## src/design/smam_pkg.sv

```systemverilog
// shared types and constants for the sparse matrix add merge core
// no dependencies; imported by the core top level, smam_pick and the testbench
`timescale 1ns / 1ps

package smam_pkg;

   // default list capacity and the cap on results per merge
   localparam int LIST_DEPTH_DEF = 16;
   localparam int RESULT_CAP     = 32;
   localparam int COUNT_W        = 6;

   // row * num_cols + col fits in 8 + 9 + 1 bits
   localparam int LIN_W = 18;

   // request codes
   localparam logic [1:0] REQ_LOAD_A = 2'd0;
   localparam logic [1:0] REQ_LOAD_B = 2'd1;
   localparam logic [1:0] REQ_START  = 2'd2;

   typedef struct packed {
      logic [1:0]         req_type;
      logic [7:0]         term_row;
      logic [7:0]         term_col;
      logic signed [31:0] term_value;
   } req_word_type;

   typedef struct packed {
      logic [7:0]           out_row;
      logic [7:0]           out_col;
      logic signed [31:0]   out_value;
      logic                 has_term;
      logic                 last;
      logic [COUNT_W-1:0]   term_count;
   } rsp_word_type;

   // one stored list entry
   typedef struct packed {
      logic [7:0]  row;
      logic [7:0]  col;
      logic [31:0] value;
   } entry_type;

   // decision of one merge step
   typedef struct packed {
      logic      emit;
      logic      adv_a;
      logic      adv_b;
      logic      done;
      entry_type term;
   } pick_type;

endpackage

```

## src/design/sparse_matrix_add_merge_core.sv

```systemverilog
// top level of the sparse matrix add merge core: list memories, merge sequencer, result register
// depends on smam_pkg, smam_ram, smam_pick
`timescale 1ns / 1ps

// Adds two sparse matrices held as coordinate lists A and B. A load word (req_type 0 or 1)
// appends one term to a list; a term for a full list is dropped. A start word (req_type 2)
// walks both list memories, one merge step per cycle, and returns every surviving term on
// rsp_word with rsp_strobe high for exactly one cycle; the receiver cannot stall, so each
// word must be taken when shown. Terms are ordered by row * num_cols + col, equal positions
// are summed (32-bit wrap) and dropped on zero. The final word carries last and the term
// count; an empty merge gives one marker word with has_term low. busy stays high from the
// start word through the merge steps (one per entry of A plus one per entry of B, minus one
// per matched pair) and the closing step. Each result word appears in the cycle after the
// step that found the following term, since a term is held back until it is known whether
// it is the last. At most 32 terms are returned.
// num_cols is written through the csr port while the core is idle.
module sparse_matrix_add_merge_core
   import smam_pkg::*;
#(
   parameter int LIST_DEPTH = LIST_DEPTH_DEF
) (
   input  logic         clock,
   input  logic         reset,
   // request channel
   input  logic         start,
   output logic         busy,
   input  req_word_type req_word,
   // result channel
   output logic         rsp_strobe,
   output rsp_word_type rsp_word,
   // num_cols register
   input  logic         csr_valid,
   output logic         csr_ready,
   input  logic [8:0]   csr_wdata
);

   localparam int AW = (LIST_DEPTH > 1) ? $clog2(LIST_DEPTH) : 1;
   localparam int CW = $clog2(LIST_DEPTH + 1);

   typedef enum logic {
      ST_IDLE,
      ST_MERGE
   } state_type;

   state_type    state_ff,      state_in;
   logic [CW-1:0] ia_ff,        ia_in;
   logic [CW-1:0] ib_ff,        ib_in;
   logic [CW-1:0] a_cnt_ff,     a_cnt_in;
   logic [CW-1:0] b_cnt_ff,     b_cnt_in;
   logic [8:0]   num_cols_ff,   num_cols_in;
   entry_type    held_ff,       held_in;
   logic         held_valid_ff, held_valid_in;
   logic [COUNT_W-1:0] count_ff, count_in;
   logic         rsp_strobe_ff, rsp_strobe_in;
   rsp_word_type rsp_word_ff,   rsp_word_in;

   logic         accept;
   entry_type    load_entry;
   logic         wr_a, wr_b;
   logic [$bits(entry_type)-1:0] rd_a, rd_b;
   pick_type     pick;
   logic         emit_ok;

   assign accept    = start && (state_ff == ST_IDLE);
   assign busy      = (state_ff != ST_IDLE);
   assign csr_ready = (state_ff == ST_IDLE);

   assign load_entry.row   = req_word.term_row;
   assign load_entry.col   = req_word.term_col;
   assign load_entry.value = req_word.term_value;

   // appends go to the current fill position of the list
   assign wr_a = accept && (req_word.req_type == REQ_LOAD_A) && (a_cnt_ff < CW'(LIST_DEPTH));
   assign wr_b = accept && (req_word.req_type == REQ_LOAD_B) && (b_cnt_ff < CW'(LIST_DEPTH));

   // read address follows the next head index, so while merging the ram output is mem[ia_ff]
   smam_ram #(
      .WIDTH ($bits(entry_type)),
      .DEPTH (LIST_DEPTH)
   ) u_list_a (
      .clock   (clock),
      .wr_en   (wr_a),
      .wr_addr (a_cnt_ff[AW-1:0]),
      .wr_data (load_entry),
      .rd_addr (ia_in[AW-1:0]),
      .rd_data (rd_a)
   );

   smam_ram #(
      .WIDTH ($bits(entry_type)),
      .DEPTH (LIST_DEPTH)
   ) u_list_b (
      .clock   (clock),
      .wr_en   (wr_b),
      .wr_addr (b_cnt_ff[AW-1:0]),
      .wr_data (load_entry),
      .rd_addr (ib_in[AW-1:0]),
      .rd_data (rd_b)
   );

   smam_pick u_pick (
      .num_cols (num_cols_ff),
      .a_entry  (entry_type'(rd_a)),
      .b_entry  (entry_type'(rd_b)),
      .a_ok     (ia_ff < a_cnt_ff),
      .b_ok     (ib_ff < b_cnt_ff),
      .pick     (pick)
   );

   // terms past the result cap are consumed but not kept
   assign emit_ok = pick.emit && (count_ff < COUNT_W'(RESULT_CAP));

   always_comb begin
      state_in      = state_ff;
      ia_in         = ia_ff;
      ib_in         = ib_ff;
      a_cnt_in      = a_cnt_ff;
      b_cnt_in      = b_cnt_ff;
      num_cols_in   = num_cols_ff;
      held_in       = held_ff;
      held_valid_in = held_valid_ff;
      count_in      = count_ff;
      rsp_strobe_in = 1'b0;
      rsp_word_in   = rsp_word_ff;

      if (csr_valid && csr_ready) begin
         num_cols_in = csr_wdata;
      end

      case (state_ff)
         ST_IDLE: begin
            ia_in = '0;
            ib_in = '0;
            if (wr_a) begin
               a_cnt_in = a_cnt_ff + CW'(1);
            end
            if (wr_b) begin
               b_cnt_in = b_cnt_ff + CW'(1);
            end
            if (accept && (req_word.req_type == REQ_START)) begin
               state_in      = ST_MERGE;
               held_valid_in = 1'b0;
               count_in      = '0;
            end
         end
         ST_MERGE: begin
            ia_in = ia_ff + CW'(pick.adv_a);
            ib_in = ib_ff + CW'(pick.adv_b);
            if (pick.done) begin
               // close out: last held term, or the empty marker
               rsp_strobe_in = 1'b1;
               rsp_word_in   = '0;
               rsp_word_in.last = 1'b1;
               if (held_valid_ff) begin
                  rsp_word_in.out_row    = held_ff.row;
                  rsp_word_in.out_col    = held_ff.col;
                  rsp_word_in.out_value  = held_ff.value;
                  rsp_word_in.has_term   = 1'b1;
                  rsp_word_in.term_count = count_ff;
               end
               a_cnt_in = '0;
               b_cnt_in = '0;
               ia_in    = '0;
               ib_in    = '0;
               state_in = ST_IDLE;
            end else if (emit_ok) begin
               // a newer term exists, so the held one is not the last
               if (held_valid_ff) begin
                  rsp_strobe_in        = 1'b1;
                  rsp_word_in          = '0;
                  rsp_word_in.out_row  = held_ff.row;
                  rsp_word_in.out_col  = held_ff.col;
                  rsp_word_in.out_value = held_ff.value;
                  rsp_word_in.has_term = 1'b1;
               end
               held_in       = pick.term;
               held_valid_in = 1'b1;
               count_in      = count_ff + COUNT_W'(1);
            end
         end
         default: begin
            state_in = ST_IDLE;
         end
      endcase
   end

   always_ff @(posedge clock) begin
      if (reset) begin
         state_ff      <= ST_IDLE;
         ia_ff         <= '0;
         ib_ff         <= '0;
         a_cnt_ff      <= '0;
         b_cnt_ff      <= '0;
         num_cols_ff   <= 9'd256;
         held_valid_ff <= 1'b0;
         count_ff      <= '0;
         rsp_strobe_ff <= 1'b0;
      end else begin
         state_ff      <= state_in;
         ia_ff         <= ia_in;
         ib_ff         <= ib_in;
         a_cnt_ff      <= a_cnt_in;
         b_cnt_ff      <= b_cnt_in;
         num_cols_ff   <= num_cols_in;
         held_valid_ff <= held_valid_in;
         count_ff      <= count_in;
         rsp_strobe_ff <= rsp_strobe_in;
      end
      held_ff     <= held_in;
      rsp_word_ff <= rsp_word_in;
   end

   assign rsp_strobe = rsp_strobe_ff;
   assign rsp_word   = rsp_word_ff;

   // list fill never passes capacity
   a_cnt_range: assert property (@(posedge clock) disable iff (reset)
      (a_cnt_ff <= CW'(LIST_DEPTH)) && (b_cnt_ff <= CW'(LIST_DEPTH)))
      else $error("list count beyond capacity");

   // head indices stay within the filled part while merging
   head_range: assert property (@(posedge clock) disable iff (reset)
      busy |-> (ia_ff <= a_cnt_ff) && (ib_ff <= b_cnt_ff))
      else $error("merge head past list fill");

   // results only come out of a merge
   rsp_after_merge: assert property (@(posedge clock) disable iff (reset)
      rsp_strobe |-> $past(busy))
      else $error("result word without a merge");

   // the empty marker is always the closing word with zero count
   empty_marker: assert property (@(posedge clock) disable iff (reset)
      (rsp_strobe && !rsp_word.has_term) |-> (rsp_word.last && rsp_word.term_count == '0))
      else $error("malformed empty marker");

   // the closing word leaves both lists empty
   lists_cleared: assert property (@(posedge clock) disable iff (reset)
      (rsp_strobe && rsp_word.last) |-> (a_cnt_ff == '0) && (b_cnt_ff == '0) && !busy)
      else $error("lists not cleared after merge");

endmodule

```

## src/design/smam_ram.sv

```systemverilog
// generic single write port ram with one registered read port
// no dependencies
`timescale 1ns / 1ps

module smam_ram #(
   parameter int WIDTH = 48,
   parameter int DEPTH = 16
) (
   input  logic                                     clock,
   input  logic                                     wr_en,
   input  logic [(DEPTH > 1 ? $clog2(DEPTH) : 1)-1:0] wr_addr,
   input  logic [WIDTH-1:0]                         wr_data,
   input  logic [(DEPTH > 1 ? $clog2(DEPTH) : 1)-1:0] rd_addr,
   output logic [WIDTH-1:0]                         rd_data
);

   logic [WIDTH-1:0] mem_ff [DEPTH];

   always_ff @(posedge clock) begin
      if (wr_en) begin
         mem_ff[wr_addr] <= wr_data;
      end
      rd_data <= mem_ff[rd_addr];
   end

endmodule

```

## src/design/smam_pick.sv

```systemverilog
// one merge step: linear index compare of the two head entries and term select
// depends on smam_pkg
`timescale 1ns / 1ps

module smam_pick
   import smam_pkg::*;
(
   input  logic [8:0] num_cols,
   input  entry_type  a_entry,
   input  entry_type  b_entry,
   input  logic       a_ok,
   input  logic       b_ok,
   output pick_type   pick
);

   logic [LIN_W-1:0] lin_a;
   logic [LIN_W-1:0] lin_b;
   logic [31:0]      sum;

   assign lin_a = LIN_W'(a_entry.row) * LIN_W'(num_cols) + LIN_W'(a_entry.col);
   assign lin_b = LIN_W'(b_entry.row) * LIN_W'(num_cols) + LIN_W'(b_entry.col);
   assign sum   = a_entry.value + b_entry.value;

   always_comb begin
      pick      = '0;
      pick.term = a_entry;
      pick.done = !a_ok && !b_ok;
      if (a_ok && b_ok) begin
         if (lin_a < lin_b) begin
            pick.emit  = 1'b1;
            pick.adv_a = 1'b1;
         end else if (lin_a > lin_b) begin
            pick.emit  = 1'b1;
            pick.adv_b = 1'b1;
            pick.term  = b_entry;
         end else begin
            // matching position: summed term vanishes when it cancels
            pick.emit       = (sum != 32'd0);
            pick.adv_a      = 1'b1;
            pick.adv_b      = 1'b1;
            pick.term.value = sum;
         end
      end else if (a_ok) begin
         pick.emit  = 1'b1;
         pick.adv_a = 1'b1;
      end else if (b_ok) begin
         pick.emit  = 1'b1;
         pick.adv_b = 1'b1;
         pick.term  = b_entry;
      end
   end

endmodule

```

## config.mk

```make
export PLATFORM = sky130hd
export DESIGN_NAME = sparse_matrix_add_merge_core
export DESIGN_NICKNAME = d
export VERILOG_FILES = /design/src/design/smam_pkg.sv /design/src/design/sparse_matrix_add_merge_core.sv /design/src/design/smam_ram.sv /design/src/design/smam_pick.sv
export SDC_FILE = /design/constraint.sdc
export NUM_CORES = 2
export LEC_CHECK = 0
export BUFFER_PORTS_ARGS = -buffer_cell sky130_fd_sc_hd__buf_4
export CAP_MARGIN = 20
export CORE_MARGIN = 4
export CORE_UTILIZATION = 54
export CTS_CLUSTER_SIZE = 25
export DETAILED_ROUTE_END_ITERATION = 10
export GPL_ROUTABILITY_DRIVEN = 1
export PLACE_DENSITY_LB_ADDON = 0.25
export SYNTH_ARGS = -nofsm -noshare
export SYNTH_HDL_FRONTEND = slang
export SYNTH_SLANG_ARGS = --single-unit
```

## constraint.sdc

```tcl
create_clock -name clock -period 16.6 [get_ports clock]
set_input_delay 1.66 -clock clock [delete_from_list [all_inputs] [get_ports clock]]
set_output_delay 1.66 -clock clock [all_outputs]
set_load 0.01 [all_outputs]
```

# After elaboration in Yosys (flattened, before gate mapping)
# Memory sizes are Yosys's and may differ from the RTL's. A register that Yosys moved wholly into a read port is not among the register bits.
# Index checks and enable logic that the tools add are counted.
word_totals:
  register_bits: 142
  ram_bits: 1536
  in_bits: 63
  n_memories: 2
memory_table:
  columns: ["memory", "words", "width", "rd", "rd_clocked_by_memory_dff", "wr", "line", "rtl"]
  rows:
  - ["u_list_a.mem_ff", 16, 48, 1, 1, 1, "smam_ram.sv:17", "logic [WIDTH-1:0] mem_ff [DEPTH];"]
  - ["u_list_b.mem_ff", 16, 48, 1, 1, 1, "smam_ram.sv:17", null]
classes:
  add_sub_neg: 8
  n_mul: 2
  n_lt_le_gt_ge: 7
  n_eq_ne: 8
  n_mux: 47
  n_bitwise: 2
  n_reduce_logical: 22
op_table:
  columns: ["op", "count"]
  rows:
  - ["2-to-1 mux 48 bit", 4]
  - ["2-to-1 mux 56 bit", 3]
  - ["2-to-1 mux 49 bit", 1]
  - ["one-hot mux 5 bit (2 select lines)", 4]
  - ["adder 17 x 8 -> 18 bit", 2]
  - ["multiplier 8 x 9 -> 17 bit", 2]
  - ["adder 32 bit", 1]
  - ["2-to-1 mux 32 bit", 1]
  - ["nonzero test 32 bit", 1]
  - ["2-to-1 mux 5 bit", 5]
  - ["2-to-1 mux 6 bit", 4]
  - ["2-to-1 mux 1 bit", 19]
  - ["greater-than comparator 18 bit", 1]
  - ["less-than comparator 18 bit", 1]
  - ["2-to-1 mux 16 bit", 1]
  - ["one-hot mux 6 bit (2 select lines)", 1]
  - ["adder 5 x 1 -> 5 bit", 2]
  - ["adder 5 x 1 -> 5 bit, second input constant", 2]
  - ["logical AND 1 bit", 10]
  - ["less-than comparator 5 bit", 2]
  - ["less-than comparator 5 bit, second input constant", 2]
  - ["inequality test 2 x 1 -> 1 bit, second input constant", 5]
  - ["AND reduction 3 bit", 3]
  - ["adder 6 x 1 -> 6 bit, second input constant", 1]
  - ["13 further kinds", 18]

# Logic depth before layout (Yosys ltp)
depth:
  depth_word: 10
  mapped_depth: 40

# Cells and area by module
# From an unflattened synthesis, not the netlist that was laid out.
hier_totals:
  cells_unflattened: 4019
  area_unflattened_um2: 73389.1
by_module_without_submodules:
  columns: ["module", "n_inst", "cells_each", "area_each_um2", "seq_area_each_um2"]
  rows:
  - ["smam_ram", 2, 1242, 29694.7, 24023.0]
  - ["smam_pick", 1, 1162, 8685.8, 0.0]
  - ["sparse_matrix_add_merge_core", 1, 373, 5313.8, 3883.7]

# Worst setup path before layout
# No wires, ideal clock.
synth_timing:
  kind: "reg-to-reg"
  startpoint: "register num_cols_ff[3]"
  endpoint: "register rsp_word_ff, in the netlist rsp_word[0] (enable)"
  setup_time_ns: 0.420
  t_arrival_ns: 8.245
  slack_ns: 7.936
  stages_incl_launch_ff: 34
  n_path_buf: 2
  cell_sequence: "dfxtp_1 > clkbuf_1 > nand2_1 > fa_1 > inv_1 > ha_1 > ha_1 > inv_1 > fa_1 > inv_1 > ha_1 > fa_1 > a21o_1 > a21oi_1 > o21bai_1 > a21oi_1 > o21bai_1 > a21oi_1 > o21ai_0 > o41ai_1 > o21bai_1 > a21oi_1 > xor2_1 > ha_1 > and4_1 > a221oi_1 > o211ai_1 > nand4_1 > nor4_1 > o2111ai_1 > nor4_1 > a311oi_1 > buf_6 > a22o_1"
synth_between:
  elab_chain_cells: 9
  elab_cells_between_ends: 12
  classes_between: "add/sub (2); mul (2); order compare (2); mux (3); reduce/logical (3)"
synth_lines:
  columns: ["item", "line", "rtl"]
  rows:
  - ["from (decl)", "sparse_matrix_add_merge_core.sv:50", "logic [8:0] num_cols_ff, num_cols_in;"]
  - ["from (signal assigned)", "sparse_matrix_add_merge_core.sv:204", "num_cols_ff <= num_cols_in;"]
  - ["multiplier 8 x 9 -> 17 bit (on tied branches)", "smam_pick.sv:20, smam_pick.sv:21", null]
  - ["adder 17 x 8 -> 18 bit (on tied branches)", "smam_pick.sv:20, smam_pick.sv:21", null]
  - ["greater-than comparator 18 bit", "smam_pick.sv:32", "end else if (lin_a > lin_b) begin"]
  - ["2-to-1 mux 1 bit", "smam_pick.sv:32", null]
  - ["2-to-1 mux 2 bit *", "smam_pick.sv:29", "if (lin_a < lin_b) begin"]
  - ["2-to-1 mux 3 bit *", "smam_pick.sv:28", "if (a_ok && b_ok) begin"]
  - ["logical AND 1 bit *", "sparse_matrix_add_merge_core.sv:111", "assign emit_ok = pick.emit && (count_ff < COUNT_W'(RESULT_CAP));"]
  - ["nonzero test 2 bit (no line) *", null, null]
  - ["AND reduction 3 bit (no line) *", null, null]
  - ["to (signal assigned)", "sparse_matrix_add_merge_core.sv:210", "rsp_word_ff <= rsp_word_in;"]
  - ["to (decl)", "sparse_matrix_add_merge_core.sv:55", "rsp_word_type rsp_word_ff, rsp_word_in;"]
# Mark *: on every way between the ends. The rest lies on a longest branch, timed or not.
# A chain may end at the register's enable or synchronous reset.

# Final worst setup path
layout_timing:
  startpoint: "register u_list_b.rd_data[41] (read register of u_list_b.mem_ff)"
  endpoint: "register u_list_b.rd_data[24] (read register of u_list_b.mem_ff)"
layout_between:
  elab_chain_cells: 8
layout_lines:
  columns: ["item", "line", "rtl"]
  rows:
  - ["from (decl)", "smam_ram.sv:14", "output logic [WIDTH-1:0] rd_data"]
  - ["multiplier 8 x 9 -> 17 bit", "smam_pick.sv:21", "assign lin_b = LIN_W'(b_entry.row) * LIN_W'(num_cols) + LIN_W'(b_entry.col);"]
  - ["adder 17 x 8 -> 18 bit", "smam_pick.sv:21", null]
  - ["less-than comparator 18 bit", "smam_pick.sv:29", null]
  - ["2-to-1 mux 1 bit", "smam_pick.sv:29", null]
  - ["2-to-1 mux 3 bit", "smam_pick.sv:28", null]
  - ["adder 5 x 1 -> 5 bit", "sparse_matrix_add_merge_core.sv:148", "ib_in = ib_ff + CW'(pick.adv_b);"]
  - ["2-to-1 mux 5 bit", "sparse_matrix_add_merge_core.sv:149", "if (pick.done) begin"]
  - ["one-hot mux 5 bit (2 select lines)", "sparse_matrix_add_merge_core.sv:130", "case (state_ff)"]
# Every way passes these cells.

==> results.yml <==
run_status:
  status: "finished, final reports clean"
setup_path:
  endpoint_kind: "flop"
  r2r_end: "u_list_b.rd_data[24]$_DFF_P_"
  r2r_slack_ps: 5530
  arrival_ps: 11720
  critical_path_required_ps: 17250
  regToRegStartpoint: "u_list_b.rd_data[41]$_DFF_P_"
  slowest_delay_ps: 720
  endpoint: "u_list_b.rd_data[24]$_DFF_P_"
  worst_path_max_delay_cell: "dfxtp_1"
  cp_max_fo: 149
  cp-startpoint: "u_list_b.rd_data[41]$_DFF_P_"
  r2r_cells: 38
  crit_path_start_kind: "flop"
  crit_type: "flop to flop"
detailed_routing:
  routed.top_layer: "met5"
  dr.first_iter.drc_count: 4674
  ant_nets: 0
  wl_met1_um: 82100
  wl_met3_um: 16400
  drc: 0
  routed_wl_um: 197000
  wire_per_inst_um: 26.9
  routed-wl-met2_um: 93000
  num_vias: 45200
  vias_per_cell: 6.17
  drt-pass1-iter-count: 5
sta:
  hold_ws_ps: 531
  rsz0062_at_grt: "no"
  max_freq_ghz: 0.0904
  fin_setup_tns_ps: 0
  min_period_over_period_pct: 66.7
  tightest_slew_ps: 1180
  min_period_ps: 11070
  hold_violations: 0
  setup_viol: 0
  relSlewSlack_pct: 21.4
  final_max_slew_viol_count: 0
  fin_worst_skew_ps: 26.9
yosys:
  syn_nets: 5548
  yosysWarnings: 0
  synth_area_um2: 75200
  ys_ff_latch: 1774
  synth.distinct_cells: 75
  ys_seq_area_share_pct: 69.0
  synth_flop_cell: "edfxtp_1"
  synth_async_sr_flop_share_pct: 0
  synth_edf_count: 1640
  syn_inst: 5230
  avgSynthCellArea_um2: 14.4
cts:
  post_cts_resize_count: 0
  htreeDepth: 4
  cts_sinks: 1774
  cts_tree: "built"
  cts.hold.buffers_added: 0
  clk_latency_ps: 830
  postCtsSetupRepairBufs: 0
  ctsLongestPathBuffers: 3
  cts_root_buf: "clkbuf_16"
  cts_buffers: 177
  path_clk_slew_ps: 60
grt:
  grt_max_degree: 150
  grt_usage_pct: 26.9
  first_global_vias: 43600
  grt_overflow: 0
  antenna_found_initial: 13
  grt_pass1_wl_um: 289000
place:
  numPortBuffers: 121
  place_congestion: 0.919
  post_dp_cell_area_um2: 78400
  post-dp-hpwl_um: 112000
hold_path:
  min-delay-path-class: "flop to flop"
  whs_path_depth: 2
floorplanning:
  die_width_um: 381
  rows: 136
  dieArea_um2: 145000
  start_util_pct: 54.5
  ios: 122
  core_area_um2: 138000
  die_h_um: 381
pwr:
  power_density_nw_per_um2: 113
  combPwrFrac_pct: 6.7
  p_int_mw: 7.43
  switchingPower_mw: 2.13
  total_leakage_power_nw: 28.7
  p_clk_share_pct: 41.8
  p_seq_share_pct: 51.6
  ir_drop_uv: 90.1
  switching_share_pct: 22.3
layout:
  areaGrowthSynthToFinish_pct: 12.0
  fillers: 10100
  multiInputGateArea_um2: 21700
  nNetsFinal: 5625
  seq_area_um2: 51900
  finalInstanceArea_um2: 84300
  drive_gt1_share_pct: 13.1
flow_run:
  maxCapViolations: 0
[metrics by stage]
stage | util [%] | std cells | power, mW | setup WS, ps
after floorplan | - | 5230 | 5.40 | 7940
after global placement | 56.8 | 6987 | 5.64 | 5760
final | 61.1 | 7327 | 9.56 | 5530
after global routing | 61.1 | 7325 | 9.87 | 4780
after detailed placement | 56.8 | 6990 | 5.65 | 5710
after CTS | 61.0 | 7323 | 9.61 | 5670
[area by class of cell]
| cell class | count | share of cell area, % |
|---|---|---|
| sequential | 1774 | 61.6 |
| multi-input combinational | 2938 | 25.7 |
| clock buffer | 243 | 5.79 |
| tap | 1863 | 2.77 |
| timing repair buffer | 213 | 2.00 |
| clock inverter | 90 | 1.15 |
| inverter | 203 | 0.904 |
| antenna | 3 | 0.00891 |
[cells in the mapped netlist, types with 9 or more instances]
library cell     n  area, um^2
nor3_1         111         556
a311o_1         10         100
o21ai_1         12        60.1
o21ai_0         79         395
fa_1           101        2020
xor2_1          21         184
or3_1           29         181
edfxtp_1      1640       49200
and2_1         191        1190
and3_1          66         413
o211ai_1        68         510
buf_1           17        63.8
a21oi_1        139         696
xnor2_1         36         315
nand2b_1        12        75.1
o22ai_1         25         156
a211oi_1       104         781
nand3_1        114         571
mux2i_1         30         300
mux4_2         146        3290
nor2_1         129         484
mux2_2          10         113
dfxtp_1        134        2680
clkbuf_1       251         942
nand4_1         13        81.3
ha_1           154        1930
o21bai_1        14         105
a311oi_1       193        1690
buf_2           44         220
inv_1          203         762
nand2_1        896        3360
a21o_1          15         113
a31oi_1         78         488
o21a_1           9        67.6
nor2b_1         52         325
[flip-flops by register name (all words and copies together) (netlist names), 5 cells and up]
register,cells
u_list_a.mem_ff,768
u_list_b.mem_ff,768
rsp_word,56
held_ff,48
u_list_a.rd_data,48
u_list_b.rd_data,48
num_cols_ff,9
count_ff,6
a_cnt_ff,5
b_cnt_ff,5
ia_ff,5
ib_ff,5
[power groups by stage]
stage                     Combinational, mW  Sequential, mW  Clock (mW)
after detailed placement              0.628            5.02           0
final                                 0.637            4.93        3.99
after global placement                0.614            5.02           0
after floorplan                       0.391            5.01           0
after CTS                             0.632            4.93        4.05
after global routing                  0.708            4.93        4.23
[how the worst min path moves through the flow]
stage                        startpoint                  endpoint
2_1_floorplan  count_ff[5]$_SDFFE_PP0P_  count_ff[5]$_SDFFE_PP0P_
3_3_place_gp   a_cnt_ff[4]$_SDFFE_PP0P_  a_cnt_ff[4]$_SDFFE_PP0P_
3_5_place_dp   a_cnt_ff[4]$_SDFFE_PP0P_  a_cnt_ff[4]$_SDFFE_PP0P_
4_1_cts        a_cnt_ff[4]$_SDFFE_PP0P_  a_cnt_ff[4]$_SDFFE_PP0P_
5_1_grt        a_cnt_ff[4]$_SDFFE_PP0P_  a_cnt_ff[4]$_SDFFE_PP0P_
6_report       a_cnt_ff[4]$_SDFFE_PP0P_  a_cnt_ff[4]$_SDFFE_PP0P_
[kinds of logic (layout without fill, tap and decap cells)]
family | count (synthesis) | count (layout) | share of synthesized area (%)
AND/OR/NAND/NOR | 1650 | 1650 | 10.0
other | 0 | 3 | 0
flip-flops | 1774 | 1774 | 69.0
buffers and inverters | 518 | 749 | 2.68
multiplexers | 186 | 186 | 4.92
adder cells (fa/ha/maj) | 255 | 255 | 5.25
AO/OA/AOI/OAI | 790 | 790 | 7.43
XOR/XNOR | 57 | 57 | 0.664
[worst max-delay path: cells and delay by family, from the launching register on]
kind / cells / cell delay (ps)
DFF: 1 / 720
adders and majority gates: 9 / 2900
xor gates and xnor gates: 2 / 350
buffers and inverters: 7 / 1920
AOI/OAI and AO/OA: 14 / 2900
muxes: 1 / 600
and+or+nand+nor: 5 / 1150
[placed cells by master, fill, tap and decap left out, drive strengths merged, types with 10 or more instances in the layout]
cell type / count
edfxtp: 1640
nand2: 896
clkbuf: 243
inv: 216
buf: 213
and2: 197
a311oi: 193
ha: 154
mux4: 146
a21oi: 144
dfxtp: 134
nor2: 130
nand3: 114
nor3: 112
a211oi: 104
fa: 101
o21ai: 93
a31oi: 80
o211ai: 68
and3: 66
clkinv: 57
nor2b: 52
xnor2: 36
mux2i: 30
or3: 29
o22ai: 26
xor2: 21
a21o: 15
o21bai: 14
bufinv: 14
nand4: 13
nand2b: 12
a311o: 10
mux2: 10
[per-layer routing]
| layer | vias up | global-route usage, % |
|---|---|---|
| li1 | 19800 | - |
| met1 | 23100 | 38.5 |
| met2 | 1976 | 42.4 |
| met3 | 348 | 5.10 |
| met4 | 2 | 8.22 |
| met5 | - | 0 |
Power figures use the tool's default switching activity.
